[src/design/bls_pkg.sv]
// bls_pkg: shared types and constants of the line stepper
// no dependencies; used by bls_stepper and bresenham_line_stepper_top
package bls_pkg;

  // command field of an input word
  typedef enum logic {
    CMD_START = 1'b0,
    CMD_STEP  = 1'b1
  } cmd_e;

  // configuration register indexes
  typedef enum logic [2:0] {
    REG_CLIP_LEFT   = 3'd0,
    REG_CLIP_TOP    = 3'd1,
    REG_CLIP_RIGHT  = 3'd2,
    REG_CLIP_BOTTOM = 3'd3,
    REG_PITCH       = 3'd4
  } reg_idx_e;

  // fixed field widths
  localparam int CfgIdxW  = 3;
  localparam int CfgDataW = 14;
  localparam int ClipLoW  = 11;
  localparam int ClipHiW  = 12;
  localparam int PitchW   = 14;
  localparam int ColorW   = 16;
  localparam int AlphaW   = 6;
  localparam int OffsetW  = 24;

  // register reset values
  localparam logic [ClipLoW-1:0] ClipLeftRst   = 11'd0;
  localparam logic [ClipLoW-1:0] ClipTopRst    = 11'd0;
  localparam logic [ClipHiW-1:0] ClipRightRst  = 12'd2048;
  localparam logic [ClipHiW-1:0] ClipBottomRst = 12'd2048;
  localparam logic [PitchW-1:0]  PitchRst      = 14'd4096;

  // status from the stepper core for the accepted word
  typedef struct packed {
    logic pix_ok;  // step on an active line: a pixel comes out
    logic last;    // current pixel is the line's final one
  } step_stat_t;

endpackage

[src/design/bls_stepper.sv]
// bls_stepper: Bresenham line state, start setup and per-pixel stepping
// depends on bls_pkg
module bls_stepper import bls_pkg::*; #(
  parameter int COORD_BITS = 12
) (
  input  logic                         clk_i,
  input  logic                         rst_ni,
  input  logic                         take_i,
  input  logic                         cmd_i,
  input  logic signed [COORD_BITS-1:0] start_x_i,
  input  logic signed [COORD_BITS-1:0] start_y_i,
  input  logic signed [COORD_BITS-1:0] end_x_i,
  input  logic signed [COORD_BITS-1:0] end_y_i,
  input  logic        [ColorW-1:0]     color_i,
  input  logic        [AlphaW-1:0]     alpha_i,
  input  logic                         blend_i,
  output step_stat_t                   stat_o,
  output logic signed [COORD_BITS-1:0] cur_x_o,
  output logic signed [COORD_BITS-1:0] cur_y_o,
  output logic        [ColorW-1:0]     color_o,
  output logic        [AlphaW-1:0]     alpha_o,
  output logic                         blend_o
);

  localparam int DW   = COORD_BITS + 1;
  localparam int ErrW = COORD_BITS + 3;

  logic                         active_q;
  logic signed [COORD_BITS-1:0] cur_x_q, cur_y_q, stop_x_q, stop_y_q;
  logic signed [ErrW-1:0]       err_q;
  logic        [DW-1:0]         tdx_q, tdy_q;
  logic                         sxn_q, syn_q, xmaj_q;
  logic        [ColorW-1:0]     color_q;
  logic        [AlphaW-1:0]     alpha_q;
  logic                         blend_q;

  // setup of a new line
  logic signed [DW-1:0]         dx, dy, neg_dx, neg_dy;
  logic        [COORD_BITS-1:0] adx, ady;
  logic        [DW-1:0]         tdx, tdy;
  logic                         xmaj;
  logic signed [ErrW-1:0]       err_init;

  assign dx     = $signed({end_x_i[COORD_BITS-1], end_x_i})
                - $signed({start_x_i[COORD_BITS-1], start_x_i});
  assign dy     = $signed({end_y_i[COORD_BITS-1], end_y_i})
                - $signed({start_y_i[COORD_BITS-1], start_y_i});
  assign neg_dx = -dx;
  assign neg_dy = -dy;
  assign adx    = dx[DW-1] ? neg_dx[COORD_BITS-1:0] : dx[COORD_BITS-1:0];
  assign ady    = dy[DW-1] ? neg_dy[COORD_BITS-1:0] : dy[COORD_BITS-1:0];
  assign tdx    = {adx, 1'b0};
  assign tdy    = {ady, 1'b0};
  assign xmaj   = tdx > tdy;
  assign err_init = xmaj ? $signed({2'b00, tdy}) - $signed({3'b000, adx})
                         : $signed({2'b00, tdx}) - $signed({3'b000, ady});

  // one step along the line
  logic                         err_ge, done, move_x, move_y;
  logic        [DW-1:0]         tmaj, tmin;
  logic signed [ErrW-1:0]       err_nxt;
  logic        [COORD_BITS-1:0] inc_x, inc_y;

  assign err_ge  = !err_q[ErrW-1];
  assign done    = xmaj_q ? (cur_x_q == stop_x_q) : (cur_y_q == stop_y_q);
  assign tmaj    = xmaj_q ? tdx_q : tdy_q;
  assign tmin    = xmaj_q ? tdy_q : tdx_q;
  assign err_nxt = err_q - (err_ge ? $signed({2'b00, tmaj}) : '0)
                 + $signed({2'b00, tmin});
  assign move_x  = xmaj_q || err_ge;
  assign move_y  = !xmaj_q || err_ge;
  assign inc_x   = sxn_q ? {COORD_BITS{1'b1}} : COORD_BITS'(1);
  assign inc_y   = syn_q ? {COORD_BITS{1'b1}} : COORD_BITS'(1);

  // line state
  always_ff @(posedge clk_i or negedge rst_ni) begin
    if (!rst_ni) begin
      active_q <= 1'b0;
    end else if (take_i) begin
      if (cmd_i == CMD_START) begin
        active_q <= 1'b1;
      end else if (active_q && done) begin
        active_q <= 1'b0;
      end
    end
  end

  // line payload
  always_ff @(posedge clk_i) begin
    if (take_i) begin
      if (cmd_i == CMD_START) begin
        cur_x_q  <= start_x_i;
        cur_y_q  <= start_y_i;
        stop_x_q <= end_x_i;
        stop_y_q <= end_y_i;
        err_q    <= err_init;
        tdx_q    <= tdx;
        tdy_q    <= tdy;
        sxn_q    <= dx[DW-1] || (dx == '0);
        syn_q    <= dy[DW-1] || (dy == '0);
        xmaj_q   <= xmaj;
        color_q  <= color_i;
        alpha_q  <= alpha_i;
        blend_q  <= blend_i;
      end else if (active_q && !done) begin
        err_q <= err_nxt;
        if (move_x) begin
          cur_x_q <= cur_x_q + $signed(inc_x);
        end
        if (move_y) begin
          cur_y_q <= cur_y_q + $signed(inc_y);
        end
      end
    end
  end

  assign stat_o.pix_ok = take_i && (cmd_i == CMD_STEP) && active_q;
  assign stat_o.last   = done;
  assign cur_x_o = cur_x_q;
  assign cur_y_o = cur_y_q;
  assign color_o = color_q;
  assign alpha_o = alpha_q;
  assign blend_o = blend_q;

endmodule

[src/design/bresenham_line_stepper_top.sv]
// bresenham_line_stepper_top: a step word's pixel is registered in the clip stage,
// then in the offset multiply-add stage; one word accepted per cycle,
// the input stalls only while both stages are full and the output is stalled.
// Start words and steps on an idle line give no pixel.
// Reset (async, active low) ends any line, empties both stages, and sets the
// clip window to 0..2047 in both axes and the pitch to 4096 bytes.
module bresenham_line_stepper_top import bls_pkg::*; #(
  parameter int COORD_BITS = 12
) (
  input  logic                         clk_i,
  input  logic                         rst_ni,
  // configuration
  input  logic                         cfg_we_i,
  input  logic        [CfgIdxW-1:0]    cfg_idx_i,
  input  logic        [CfgDataW-1:0]   cfg_wdata_i,
  // input words
  input  logic                         in_valid_i,
  output logic                         in_stall_o,
  input  logic                         cmd_i,
  input  logic signed [COORD_BITS-1:0] start_x_i,
  input  logic signed [COORD_BITS-1:0] start_y_i,
  input  logic signed [COORD_BITS-1:0] end_x_i,
  input  logic signed [COORD_BITS-1:0] end_y_i,
  input  logic        [ColorW-1:0]     color_i,
  input  logic        [AlphaW-1:0]     alpha_i,
  input  logic                         blend_i,
  // output words
  output logic                         out_valid_o,
  input  logic                         out_stall_i,
  output logic signed [COORD_BITS-1:0] pix_x_o,
  output logic signed [COORD_BITS-1:0] pix_y_o,
  output logic                         visible_o,
  output logic        [OffsetW-1:0]    byte_offset_o,
  output logic        [ColorW-1:0]     pixel_color_o,
  output logic        [AlphaW-1:0]     pixel_alpha_o,
  output logic                         pixel_blend_o,
  output logic                         last_o
);

  localparam int CmpW  = (COORD_BITS > ClipHiW) ? COORD_BITS : ClipHiW;
  localparam int ProdW = COORD_BITS + PitchW;

  // configuration registers
  logic [ClipLoW-1:0] left_q, top_q;
  logic [ClipHiW-1:0] right_q, bottom_q;
  logic [PitchW-1:0]  pitch_q;

  always_ff @(posedge clk_i or negedge rst_ni) begin
    if (!rst_ni) begin
      left_q   <= ClipLeftRst;
      top_q    <= ClipTopRst;
      right_q  <= ClipRightRst;
      bottom_q <= ClipBottomRst;
      pitch_q  <= PitchRst;
    end else if (cfg_we_i) begin
      unique case (reg_idx_e'(cfg_idx_i))
        REG_CLIP_LEFT:   left_q   <= cfg_wdata_i[ClipLoW-1:0];
        REG_CLIP_TOP:    top_q    <= cfg_wdata_i[ClipLoW-1:0];
        REG_CLIP_RIGHT:  right_q  <= cfg_wdata_i[ClipHiW-1:0];
        REG_CLIP_BOTTOM: bottom_q <= cfg_wdata_i[ClipHiW-1:0];
        REG_PITCH:       pitch_q  <= cfg_wdata_i[PitchW-1:0];
        default: ;
      endcase
    end
  end

  // pipeline flow control
  logic s1_valid_q, out_valid_q;
  logic adv, ready, take;

  assign adv        = !out_valid_q || !out_stall_i;
  assign ready      = !s1_valid_q || adv;
  assign take       = in_valid_i && ready;
  assign in_stall_o = !ready;

  // line stepping core
  step_stat_t                   stat;
  logic signed [COORD_BITS-1:0] cur_x, cur_y;
  logic        [ColorW-1:0]     h_color;
  logic        [AlphaW-1:0]     h_alpha;
  logic                         h_blend;

  bls_stepper #(
    .COORD_BITS(COORD_BITS)
  ) u_stepper (
    .clk_i     (clk_i),
    .rst_ni    (rst_ni),
    .take_i    (take),
    .cmd_i     (cmd_i),
    .start_x_i (start_x_i),
    .start_y_i (start_y_i),
    .end_x_i   (end_x_i),
    .end_y_i   (end_y_i),
    .color_i   (color_i),
    .alpha_i   (alpha_i),
    .blend_i   (blend_i),
    .stat_o    (stat),
    .cur_x_o   (cur_x),
    .cur_y_o   (cur_y),
    .color_o   (h_color),
    .alpha_o   (h_alpha),
    .blend_o   (h_blend)
  );

  // clip test on the current pixel
  logic [CmpW-1:0] x_u, y_u;
  logic            vis;

  assign x_u = CmpW'($unsigned(cur_x));
  assign y_u = CmpW'($unsigned(cur_y));
  assign vis = !cur_x[COORD_BITS-1] && !cur_y[COORD_BITS-1]
            && (x_u >= CmpW'(left_q)) && (x_u < CmpW'(right_q))
            && (y_u >= CmpW'(top_q))  && (y_u < CmpW'(bottom_q));

  // stage 1: pixel and clip result
  logic signed [COORD_BITS-1:0] s1_x_q, s1_y_q;
  logic                         s1_vis_q, s1_last_q, s1_blend_q;
  logic        [ColorW-1:0]     s1_color_q;
  logic        [AlphaW-1:0]     s1_alpha_q;

  always_ff @(posedge clk_i or negedge rst_ni) begin
    if (!rst_ni) begin
      s1_valid_q <= 1'b0;
    end else if (take) begin
      s1_valid_q <= stat.pix_ok;
    end else if (adv) begin
      s1_valid_q <= 1'b0;
    end
  end

  always_ff @(posedge clk_i) begin
    if (stat.pix_ok) begin
      s1_x_q     <= cur_x;
      s1_y_q     <= cur_y;
      s1_vis_q   <= vis;
      s1_last_q  <= stat.last;
      s1_color_q <= h_color;
      s1_alpha_q <= h_alpha;
      s1_blend_q <= h_blend;
    end
  end

  // byte offset: y * pitch + 2x, zero when clipped
  logic [ProdW-1:0]   prod, sum;
  logic [OffsetW-1:0] off_d;

  assign prod  = ProdW'($unsigned(s1_y_q)) * ProdW'(pitch_q);
  assign sum   = prod + ProdW'({$unsigned(s1_x_q), 1'b0});
  assign off_d = s1_vis_q ? OffsetW'(sum) : '0;

  // stage 2: output register
  logic signed [COORD_BITS-1:0] out_x_q, out_y_q;
  logic                         out_vis_q, out_last_q, out_blend_q;
  logic        [OffsetW-1:0]    out_off_q;
  logic        [ColorW-1:0]     out_color_q;
  logic        [AlphaW-1:0]     out_alpha_q;

  always_ff @(posedge clk_i or negedge rst_ni) begin
    if (!rst_ni) begin
      out_valid_q <= 1'b0;
    end else if (adv) begin
      out_valid_q <= s1_valid_q;
    end
  end

  always_ff @(posedge clk_i) begin
    if (adv && s1_valid_q) begin
      out_x_q     <= s1_x_q;
      out_y_q     <= s1_y_q;
      out_vis_q   <= s1_vis_q;
      out_off_q   <= off_d;
      out_color_q <= s1_color_q;
      out_alpha_q <= s1_alpha_q;
      out_blend_q <= s1_blend_q;
      out_last_q  <= s1_last_q;
    end
  end

  assign out_valid_o   = out_valid_q;
  assign pix_x_o       = out_x_q;
  assign pix_y_o       = out_y_q;
  assign visible_o     = out_vis_q;
  assign byte_offset_o = out_off_q;
  assign pixel_color_o = out_color_q;
  assign pixel_alpha_o = out_alpha_q;
  assign pixel_blend_o = out_blend_q;
  assign last_o        = out_last_q;

`ifndef SYNTHESIS
  // input stalls only when both stages hold a word and the output is stalled
  a_stall_cause: assert property (@(posedge clk_i) disable iff (!rst_ni)
    in_stall_o |-> (s1_valid_q && out_valid_q && out_stall_i))
    else $error("input stalled with room in the pipeline");

  // clipped pixels carry a zero offset
  a_clip_off: assert property (@(posedge clk_i) disable iff (!rst_ni)
    (out_valid_o && !visible_o) |-> (byte_offset_o == '0))
    else $error("nonzero offset on a clipped pixel");

  // a visible pixel never has a negative coordinate
  a_vis_pos: assert property (@(posedge clk_i) disable iff (!rst_ni)
    (out_valid_o && visible_o) |-> (!pix_x_o[COORD_BITS-1] && !pix_y_o[COORD_BITS-1]))
    else $error("visible pixel with negative coordinate");

  // a start word never produces a pixel in stage 1
  a_start_silent: assert property (@(posedge clk_i) disable iff (!rst_ni)
    (take && (cmd_i == CMD_START)) |=> !s1_valid_q)
    else $error("pixel produced by a start word");
`endif

endmodule
[config.mk]
export PLATFORM = sky130hd
export DESIGN_NAME = bresenham_line_stepper_top
export DESIGN_NICKNAME = d
export VERILOG_FILES = /design/src/design/bls_pkg.sv /design/src/design/bls_stepper.sv /design/src/design/bresenham_line_stepper_top.sv
export SDC_FILE = /design/constraint.sdc
export NUM_CORES = 1
export LEC_CHECK = 0
export BUFFER_PORTS_ARGS = -buffer_cell sky130_fd_sc_hd__buf_4
export CAP_MARGIN = 10
export CORE_MARGIN = 4
export CORE_UTILIZATION = 47
export DETAILED_ROUTE_END_ITERATION = 10
export GPL_ROUTABILITY_DRIVEN = 0
export PLACE_DENSITY = 0.66
export SYNTH_ARGS = -nofsm -noshare
export SYNTH_HDL_FRONTEND = slang
export SYNTH_HIERARCHICAL = 1
export SYNTH_SLANG_ARGS = --single-unit
export TNS_END_PERCENT = 50
[constraint.sdc]
create_clock -name clk_i -period 7.4 [get_ports clk_i]
set_clock_uncertainty 0.05 [all_clocks]
set_input_delay 0 -clock clk_i [delete_from_list [all_inputs] [get_ports clk_i]]
set_output_delay 0 -clock clk_i [all_outputs]
set_load 0.01 [all_outputs]
# [Word level (Yosys, flattened, before mapping)]
# Cells that the tools add are included.
[word_totals] regBits=298 latch_bits=0 ram_bits=0 mem_bits_ro=0 inputBits=94 out_inout_bits=75 wordCells=125 memories=0
[classes] n_addsub=11 n_mul=1 n_div=0 magnitude_cmp=5 n_eq_ne=10 shift=0 mux=21 bitwise=1 n_reduce_logical=40
[ops] cell="two-way mux 12 bit" count=10
[ops] cell="two-way mux 15 bit" count=3
[ops] cell="two-way mux 13 bit" count=3
[ops] cell="subtractor 13 x 12 -> 14 bit" count=2
[ops] cell="logical NOT 13 bit" count=2
[ops] cell="subtractor 12 x 12 -> 13 bit" count=2
[ops] cell="adder 12 bit" count=2
[ops] cell="adder 24 x 13 -> 24 bit" count=1
[ops] cell="equality test 12 bit" count=2
[ops] cell="greater-or-equal comparator 12 x 11 -> 1 bit" count=2
[ops] cell="less-than comparator 12 bit" count=2
[ops] cell="multiplier 12 x 14 -> 24 bit" count=1
[ops] cell="negation 12 bit" count=2
[ops] cell="AND reduction 2 bit" count=8
[ops] cell="adder 15 x 13 -> 15 bit" count=1
[ops] cell="subtractor 15 bit" count=1
[ops] cell="> comparator 13 bit" count=1
[ops] cell="logical AND 1 bit" count=11
[ops] cell="logical NOT 1 bit" count=9
[ops] cell="inequality test 2 x 1 -> 1 bit, second input constant" count=4
[ops] cell="equality test 3 x 2 -> 1 bit, second input constant" count=2
[ops] cell="logical OR 1 bit" count=6
[ops] cell="AND reduction 3 bit" count=2
[ops] cell="two-way mux 1 bit" count=5
[ops] cell="5 further kinds" count=5

# [Depth between registers and ports, before layout]
# Gate-level depths: netlist of run 1.
[depth] word_depth=7 mapped_depth=23 mapped_depth_nobuf=23

# [By module]
# Netlist of run 1, hierarchy kept.
[modules_own_cells] module="bresenham_line_stepper_top" instances=1 cells_per_inst=1153 area_each_um2=12932.4 seq_area_each_um2=5218.8
[modules_own_cells] module="bls_stepper" instances=1 cells_per_inst=944 area_each_um2=9372.7 seq_area_each_um2=3388.2

# [Least setup slack after synthesis of run 1]
# OpenSTA, ideal clock, no wires.
[synth_path] path_kind="register -> register" from="register out_valid_q (netlist: out_valid_o)" to="register out_off_q[0] (netlist: byte_offset_o[0]), enable pin" setup_time_ps=615 t_arrival_ps=5689 t_required_ps=6735 path_slack_ps=1046 path_stages_with_launch=2 n_path_buf=0 period_less_slack_ps=6354 path_cell_list="dfrtp_1 -> a21boi_0"
[synth_between] elab_chain_cells=3
[synth_lines] element="start: declaration" line_no="bresenham_line_stepper_top.sv:68" text="logic s1_valid_q, out_valid_q;"
[synth_lines] element="start signal: assignment" line_no="bresenham_line_stepper_top.sv:162" text="out_valid_q <= s1_valid_q;"
[synth_lines] element="logical NOT 1 bit" line_no="bresenham_line_stepper_top.sv:71" text="assign adv = !out_valid_q || !out_stall_i;"
[synth_lines] element="logical OR 1 bit" line_no="bresenham_line_stepper_top.sv:71"
[synth_lines] element="logical AND 1 bit" line_no="bresenham_line_stepper_top.sv:167" text="if (adv && s1_valid_q) begin"
[synth_lines] element="end signal: assignment" line_no="bresenham_line_stepper_top.sv:171" text="out_off_q <= off_d;"
[synth_lines] element="end: declaration" line_no="bresenham_line_stepper_top.sv:154" text="logic [OffsetW-1:0] out_off_q;"
# No other way between the ends.
# A chain may end at the register's enable or synchronous reset.

# [Worst setup path after layout of run 1]
[layout_path] from="register s1_y_q[5]" to="register out_off_q[15] (netlist: byte_offset_o[15]), data pin"
[layout_between] elab_chain_cells=2
[layout_lines] element="start: declaration" line_no="bresenham_line_stepper_top.sv:116" text="logic signed [COORD_BITS-1:0] s1_x_q, s1_y_q;"
[layout_lines] element="start signal: assignment" line_no="bresenham_line_stepper_top.sv:134" text="s1_y_q <= cur_y;"
[layout_lines] element="multiplier 12 x 14 -> 24 bit" line_no="bresenham_line_stepper_top.sv:147" text="assign prod = ProdW'($unsigned(s1_y_q)) * ProdW'(pitch_q);"
[layout_lines] element="adder 24 x 13 -> 24 bit" line_no="bresenham_line_stepper_top.sv:148" text="assign sum = prod + ProdW'({$unsigned(s1_x_q), 1'b0});"
# No other way between the ends.

==> reports/results.ini, run 1 <==
[status]
outcome=finished clean

[global_route]
grt_pass1_wl_mm=86.9
grt_use_total=0.214
grt_pass1_vias=16580
grt_overflow=0
grt_antenna_before_repair=1
grt_max_degree=76

[die]
num_io_pins=169
die_y_um=226
die_w_um=226
rows=79
die_area_um2=51000
core_um2=46800
initial_core_util=0.477

[worst_setup_path]
path_max_fanout=15
crit_arrival_ns=5.76
reg2reg_from=s1_y_q[5]$_DFFE_PP_
end_kind=register
critPathMaxStageDelay_ns=0.74
worstSetupStartpointType=register
r2r_slack_ns=1.89
r2r.worst_path.cells=16
crit_family=adder cells
r2r-end=byte_offset_o[15]$_SDFFCE_PN0P_
path_common_cell=fa_1
crit_required_ns=7.65
worst-path-buf-inv=3
path_cells=nand2_1, fa_1, fa_1, fa_1, inv_1, fa_1, inv_1, fa_1, inv_1, ha_1, a2111oi_2, o21ai_2, a21boi_1, o21ai_0, xor2_1, and2_1
crit_cells=16
critPathSlowestCell=edfxtp_1
path_class=reg -> reg

[hold_path]
whs_endpoint=u_stepper/err_q[9]$_DFFE_PP_
min_path_type=in -> reg
hold_depth=2
hp-start=cmd_i

[clocking]
cts_setup_buffers=0
clockRootBuffer=clkbuf_16
clock_sinks=297
cts_tree=built
clock_path_buffers=3
cts_buffers=35
clk_latency_ns=0.55
htreeDepth=2
clk_pin_slew_ns=0.06

[drt]
routed.top_layer=met5
wl_met1_mm=23.4
first_pass_iters=5
drt-initial-drc-count=951
routed-via-count=15841
drtAntennaViolNets=0
totalWireLength_mm=53.9
via_per_inst=5.30
met2WireLength_mm=25.9
route.detailed.drc=0
avgRoutedWirePerCell_um=18.0
wl_met3_mm=2.56

[synthesis]
ys_seq_elements=297
synth_area_leaders=edfxtp_1 (32%), fa_1 (13%), ha_1 (11%)
syn_nets=2530
ys_seq_area_frac=0.386
synth_top_cell_by_area=edfxtp_1
ys_types=92
synth_warnings=6
netlist.area_leader.share=0.315
synth.avg_cell_area_um2=10.6
synth_cells=2097
ys.flop_type=edfxtp_1
synth_area_um2=22300
synth_edf_count=234
async_flop_share=0.212

[timing]
fin_ws_ns=1.89
slew_headroom=0.284
final_hold_viol_count=0
worst_pin_slew_ns=1.07
rsz0062_at_grt=no
setup_violations=0
period_share=0.744
tns_ns=0
finalCriticalPeriod_ns=5.51
maxSlewViolCount=0
timing.hold.ws_ns=0.0426
fmax_mhz=182

[run]
max_cap_viol_count=0

[placed_design]
placed_area_um2=24200
io_buffers=168
place_ws_ns=1.90
place_inst=2827
dpl.hpwl_mm=40.8

[layout]
nNetsFinal=2790
final_util=0.566
area_delta_synth_final_pct=18.6
nFillCells=3959
n_antenna_cell=0
fin_cells=2991
design_area_um2=26500
drive_gt1_frac=0.134

[power]
leakage_nw=11.9
total_power_mw=13.8
power_density_nw_per_um2=521
irDropWorstVdd_uv=651

cells by family (layout without fill, tap and decap cells):
group           after synthesis  count (layout)  share of synthesized area
flops                       297             297                      0.386
simple gates                485             485                      0.110
compound gates              341             341                      0.100
fa+ha+maj                   345             345                      0.244
xor+xnor                    124             124                     0.0504
mux                          77              77                     0.0363
buf+inv                     428             715                     0.0733
cells in the mapped netlist, drive strengths merged, types with 12 or more instances:
cell type,instances
nor3,24
xor2,46
a21o,31
a211oi,13
edfxtp,234
nand2,177
o21ai,111
nand2b,22
nand3,26
mux2i,46
mux2,31
and2,101
clkbuf,47
fa,150
ha,189
a21oi,84
nor2,59
xnor2,78
inv,371
o21a,14
o211ai,12
nand4,12
nor2b,17
dfrtp,60
a31oi,14
worst max path at each step:
stage                                        from                              end  slack [ns]
after floorplan           out_valid_o$_DFFE_PN0N_   byte_offset_o[0]$_SDFFCE_PN0P_        1.05
after global placement        s1_y_q[0]$_DFFE_PP_  byte_offset_o[15]$_SDFFCE_PN0P_        2.00
after detailed placement      s1_y_q[0]$_DFFE_PP_  byte_offset_o[15]$_SDFFCE_PN0P_        1.90
after CTS                     s1_y_q[0]$_DFFE_PP_  byte_offset_o[15]$_SDFFCE_PN0P_        1.89
after global routing                 start_x_i[0]    u_stepper/err_q[12]$_DFFE_PP_        1.62
final                         s1_y_q[5]$_DFFE_PP_  byte_offset_o[15]$_SDFFCE_PN0P_        1.89
power by group:
part | leakage (nW) | switching [mW] | total [mW] | internal, mW
combinational | 8.30 | 5.26 | 9.36 | 4.10
sequential | 2.96 | 0.277 | 2.58 | 2.30
clock | 0.592 | 0.724 | 1.84 | 1.12
per-layer routing:
metal / track usage / vias up
li1: - / 7559
met5: 0 / -
met2: 0.359 / 390
met1: 0.280 / 7782
met4: 0.0782 / 2
met3: 0.0360 / 108
layout by cell type (no fill, tap or decap), types with 46 or more instances in the layout:
master / netlist / final
buf_4: 1 / 179
dfrtp_1: 60 / 60
xnor2_1: 76 / 76
o21ai_0: 101 / 101
fa_1: 150 / 150
a21oi_1: 80 / 80
dlygate4sd3_1: 0 / 100
edfxtp_1: 234 / 234
mux2i_1: 46 / 46
nor2_1: 59 / 58
and2_1: 101 / 101
ha_1: 189 / 189
nand2_1: 177 / 177
inv_1: 366 / 366
what timing repair did:
item,in CTS,in global routing
hold buffers,100,0
endpoints found under the setup margin,0,0
resized for setup,0,0
hold endpoints to repair,208,0
state kept, by name (all words and copies together) (netlist names), 14 cells and up:
name	cells
u_stepper/err_q	14
pixel_color_o	16
s1_color_q	16
pitch_q	14
u_stepper/color_o	16
byte_offset_o	24
final cells by class:
class                      count  area [um^2]  share of cell area
sequential                   297         8610               0.325
clock inverter                22          284              0.0107
timing repair buffer         279         2340              0.0886
multi-input combinational   1372        12100               0.458
clock buffer                  42          933              0.0353
inverter                     372         1400              0.0528
tap                          607          759              0.0287
No activity file was read; power rests on OpenSTA's default activity.
==> run 2: changes to the inputs <==
PLACE_DENSITY = 0.68   (was 0.66)
clock period = 4.55 ns   (was 7.4 ns; I/O delays follow)
==> run 2 against run 1 <==
Against the previous run:
- the run now ends with setup timing left
- flip-flop and latch count is the same
- core utilization grew 5.2 points
- clock-buffer cell count grew 2
- sequential share of layout area shrank 2.7 points
- worst setup slack lost 2.4 ns
==> reports/results.ini, run 2 (synthesis gave the netlist of run 1 again) <==
[drt]
routed-via-count=17244  ; was 15841
avgRoutedWirePerCell_um=18.0  ; about the same
route.detailed.drc=0  ; unchanged
drt-initial-drc-count=1052  ; was 951
drtAntennaViolNets=0  ; unchanged
via_per_inst=5.28  ; was 5.30
first_pass_iters=5  ; unchanged
totalWireLength_mm=58.9  ; was 53.9 mm

[timing]
tns_ns=-6.01  ; was 0 ns
maxSlewViolCount=0  ; unchanged
period_share=1.12  ; was 0.744
fin_ws_ns=-0.528  ; was 1.89 ns
final_hold_viol_count=0  ; unchanged
rsz0062_at_grt=yes  ; was no
slew_headroom=0.318  ; was 0.284
fmax_mhz=197  ; was 182 MHz
finalCriticalPeriod_ns=5.08  ; was 5.51 ns
worst_pin_slew_ns=1.02  ; was 1.07 ns
setup_violations=16  ; was 0

[worst_setup_path]
path_class=reg -> reg  ; unchanged
worst-path-buf-inv=5  ; was 3
worstSetupStartpointType=register  ; unchanged
path_common_cell=fa_1  ; unchanged
path_cells=buf_6, and2_4, fa_1, inv_1, fa_1, fa_1, inv_2, fa_1, inv_2, fa_1, inv_2, ha_4, o211ai_1, nand2_1, nand3_2, o311ai_4, o211ai_1, mux2i_1  ; was nand2_1, fa_1, fa_1, fa_1, inv_1, fa_1, inv_1, fa_1, inv_1, ha_1, a2111oi_2, o21ai_2, a21boi_1, o21ai_0, xor2_1, and2_1
critPathMaxStageDelay_ns=0.54  ; was 0.74 ns
critPathSlowestCell=fa_1  ; was edfxtp_1
path_max_fanout=5  ; was 15
crit_family=adder cells  ; unchanged
end_kind=register  ; unchanged
crit_arrival_ns=5.32  ; was 5.76 ns
crit_required_ns=4.79  ; was 7.65 ns

[die]
initial_core_util=0.477  ; unchanged
rows=79  ; unchanged
core_um2=46800  ; unchanged
die_area_um2=51000  ; unchanged
die_w_um=226  ; unchanged
die_y_um=226  ; unchanged
num_io_pins=169  ; unchanged

[layout]
largest_reg_flops=24  ; unchanged
layout_common_cells=buf_4 (444), inv_1 (356), edfxtp_1 (234)  ; was inv_1 (366), edfxtp_1 (234), ha_1 (189)
final_util=0.618  ; was 0.566
area_delta_synth_final_pct=29.6  ; was 18.6%
final_common_cell=buf_4  ; was inv_1
fin_cells=3268  ; was 2991
drive_gt1_frac=0.247  ; was 0.134
nNetsFinal=3068  ; was 2790

[global_route]
grt_pass1_wl_mm=93.7  ; was 86.9 mm
grt_antenna_before_repair=0  ; was 1
grt_use_total=0.230  ; was 0.214
grt_pass1_vias=18128  ; was 16580
grt_max_degree=76  ; unchanged
grt_overflow=0  ; unchanged

[placed_design]
place_inst=3083  ; was 2827
place_ws_ns=-0.642  ; was 1.90 ns
dpl.hpwl_mm=44.3  ; was 40.8 mm
io_buffers=168  ; unchanged

[run]
max_cap_viol_count=0  ; unchanged

[clocking]
clk_pin_slew_ns=0.06  ; about the same
cts_buffers=34  ; was 35
clock_path_buffers=3  ; unchanged
clk_latency_ns=0.55  ; about the same
clock_sinks=297  ; unchanged
htreeDepth=2  ; unchanged
clockRootBuffer=clkbuf_16  ; unchanged
cts_tree=built  ; unchanged

[status]
violations=setup timing
outcome=finished, violations left  ; was finished clean

[hold_path]
min_path_type=in -> reg  ; unchanged

## run 2: per-stage QoR
step | hold WS (ns) | instance area, um^2
floorplan | -0.346 | 22300
global placement | 0.119 | 26200
detailed placement | 0.129 | 26200
CTS | 0.0394 | 28500
global route | 0.0712 | 28900
finish | 0.0482 | 28900
## run 2: metal layers
metal	GRT usage	wire [um]	vias up
li1	-	-	8118
met1	0.293	24300	8494
met2	0.404	29500	494
met3	0.0264	2750	138
met4	0.0913	2240	0
met5	0	0	-
## run 2: area by class of cell
cell class	count	area (um^2)
multi-input cells	1372	12500
clock inverters	17	179
flip-flops and latches	297	8610
diodes	1	2.50
repair buffers	558	4510
clock buffers	44	930
fillers	3625	17900
well taps	607	759
inverters	372	1400
## run 2: what timing repair did
action	in CTS	in global routing
setup endpoints to repair	22	31
cloned	0	1
pin swaps	28	33
hold buffers	104	0
setup buffers	5	13
endpoints found under the hold margin	210	0
resized for setup	27	65
## run 2: final timing paths
kind	cells past startpoint	to	from	slack (ns)
setup / recovery	18	byte_offset_o[21]$_SDFFCE_PN0P_	s1_y_q[0]$_DFFE_PP_	-0.53
hold reg to reg	0	pixel_color_o[14]$_DFFE_PP_	s1_color_q[14]$_DFFE_PP_	0.37
setup reg to reg	18	byte_offset_o[21]$_SDFFCE_PN0P_	s1_y_q[0]$_DFFE_PP_	-0.53
max in group asynchronous	2	pitch_q[6]$_DFFE_PN0P_	rst_ni	3.72
min in group asynchronous	2	right_q[3]$_DFFE_PN0P_	rst_ni	0.09
hold / removal	2	u_stepper/err_q[6]$_DFFE_PP_	cmd_i	0.05
Power of run 2 is not shown: default switching activity piles up to over one toggle a cycle in this logic, so the estimate is an artifact.
==> run 3: changes to the inputs <==
SETUP_SLACK_MARGIN = 0.02   (was unset)
==> run 3 against run 2 <==
Against the previous run:
- the run still ends with setup timing left
- global-route usage is essentially flat
- critical path depth did not move
- worst setup slack got worse by 0.015 ns
- largest cell class unchanged
==> reports/results.ini, run 3 (synthesis gave the netlist of run 1 again) <==
[status]
outcome=finished, violations left  ; unchanged
violations=setup timing  ; unchanged

[worst_setup_path]
path_common_cell=fa_1  ; unchanged
path_cells=buf_6, and2_4, fa_1, inv_1, fa_1, fa_1, inv_2, fa_1, inv_2, fa_1, inv_2, ha_4, o211ai_1, nand2_2, nand3_4, o311ai_4, o211ai_1, mux2i_1  ; was buf_6, and2_4, fa_1, inv_1, fa_1, fa_1, inv_2, fa_1, inv_2, fa_1, inv_2, ha_4, o211ai_1, nand2_1, nand3_2, o311ai_4, o211ai_1, mux2i_1
end_kind=register  ; unchanged
critPathMaxStageDelay_ns=0.54  ; about the same
crit_family=adder cells  ; unchanged
critPathSlowestCell=fa_1  ; unchanged
path_class=reg -> reg  ; unchanged
worstSetupStartpointType=register  ; unchanged
path_max_fanout=5  ; unchanged
worst-path-buf-inv=5  ; unchanged
crit_arrival_ns=5.33  ; was 5.32 ns
crit_required_ns=4.79  ; about the same

[drt]
totalWireLength_mm=58.9  ; about the same
wl_met3_mm=2.50  ; was 2.75 mm
routed.top_layer=met4  ; unchanged
met2WireLength_mm=29.6  ; was 29.5 mm
wl_met1_mm=24.5  ; was 24.3 mm
drtAntennaViolNets=0  ; unchanged
first_pass_iters=5  ; unchanged
route.detailed.drc=0  ; unchanged
drt-initial-drc-count=1026  ; was 1052
routed-via-count=17228  ; was 17244
avgRoutedWirePerCell_um=18.0  ; about the same
via_per_inst=5.27  ; was 5.28

[layout]
fin_cells=3266  ; was 3268
layout_common_cells=buf_4 (437), inv_1 (351), edfxtp_1 (234)  ; was buf_4 (444), inv_1 (356), edfxtp_1 (234)
final_util=0.619  ; was 0.618
largest_reg_flops=24  ; unchanged
nFillCells=3623  ; was 3625
area_delta_synth_final_pct=29.8  ; was 29.6%
nNetsFinal=3066  ; was 3068
drive_gt1_frac=0.254  ; was 0.247
final_common_cell=buf_4  ; unchanged
design_area_um2=29000  ; was 28900 um^2

[hold_path]
min_path_type=in -> reg  ; unchanged

[die]
num_io_pins=169  ; unchanged
die_area_um2=51000  ; unchanged
rows=79  ; unchanged
die_y_um=226  ; unchanged
initial_core_util=0.477  ; unchanged
core_um2=46800  ; unchanged
die_w_um=226  ; unchanged

[placed_design]
dpl.hpwl_mm=44.3  ; unchanged
io_buffers=168  ; unchanged
placed_area_um2=26200  ; unchanged
place_inst=3083  ; unchanged

[global_route]
grt_use_total=0.230  ; about the same
grt_max_degree=76  ; unchanged
grt_antenna_before_repair=0  ; unchanged
grt_overflow=0  ; unchanged
grt_pass1_wl_mm=93.7  ; about the same
grt_pass1_vias=18128  ; unchanged

[timing]
tns_ns=-6.15  ; was -6.01 ns
slew_headroom=0.304  ; was 0.318
worst_pin_slew_ns=1.04  ; was 1.02 ns
final_hold_viol_count=0  ; unchanged
rsz0062_at_grt=yes  ; unchanged
period_share=1.12  ; about the same
fmax_mhz=196  ; was 197 MHz
fin_ws_ns=-0.542  ; was -0.528 ns
finalCriticalPeriod_ns=5.09  ; was 5.08 ns
maxSlewViolCount=0  ; unchanged
setup_violations=16  ; unchanged

[clocking]
clk_latency_ns=0.55  ; about the same
clock_sinks=297  ; unchanged
clk_pin_slew_ns=0.06  ; about the same
htreeDepth=2  ; unchanged
clockRootBuffer=clkbuf_16  ; unchanged
cts_buffers=34  ; unchanged
cts_tree=built  ; unchanged
clock_path_buffers=3  ; unchanged

[run]
max_cap_viol_count=0  ; unchanged

## run 3: changes by cell type in the layout (fill, tap and decap cells not counted), moves of 3 or more
cell / previous run / this run
and2_1: 95 / 90
a21oi_2: 9 / 12
buf_6: 8 / 13
and2_4: 6 / 11
inv_1: 356 / 351
buf_4: 444 / 437
inv_2: 15 / 20
## run 3: through the flow
stage,hold WS (ns),setup WS (ns)
2_1_floorplan,-0.346,-0.591
3_3_place_gp,0.119,-0.618
3_5_place_dp,0.129,-0.642
4_1_cts,0.0394,-0.547
5_1_grt,0.0712,-0.655
6_report,0.0506,-0.542
## run 3: final cells by class
class / count / area, um^2 / share of cell area
clock inverter: 17 / 179 / 0.00618
multi-input combinational: 1372 / 12600 / 0.434
timing repair buffer: 556 / 4510 / 0.156
sequential: 297 / 8610 / 0.297
antenna: 1 / 2.50 / 0.0000864
tap: 607 / 759 / 0.0262
inverter: 372 / 1400 / 0.0482
clock buffer: 44 / 930 / 0.0321
## run 3: layer usage
layer  track usage  vias up
met5             0        -
met4        0.0909        0
met2         0.404      469
li1              -     8122
met3        0.0263      147
met1         0.293     8490
## run 3: timing repair
action,CTS,global route
gates cloned,0,1
hold buffers,104,0
pin swaps,27,35
gates resized for setup,28,92
setup buffers,5,11
endpoints found under the setup margin,25,31
hold endpoints to repair,210,0
## run 3: final timing paths
kind	from	endpoint	slack [ns]	cells past startpoint
min	cmd_i	u_stepper/err_q[6]$_DFFE_PP_	0.05	2
max in group asynchronous	rst_ni	pitch_q[6]$_DFFE_PN0P_	3.72	2
max	s1_y_q[0]$_DFFE_PP_	byte_offset_o[21]$_SDFFCE_PN0P_	-0.54	18
min reg2reg	s1_color_q[14]$_DFFE_PP_	pixel_color_o[14]$_DFFE_PP_	0.37	0
max reg2reg	s1_y_q[0]$_DFFE_PP_	byte_offset_o[21]$_SDFFCE_PN0P_	-0.54	18
min in group asynchronous	rst_ni	right_q[3]$_DFFE_PN0P_	0.08	2
Power of run 3 is left out for the same reason.
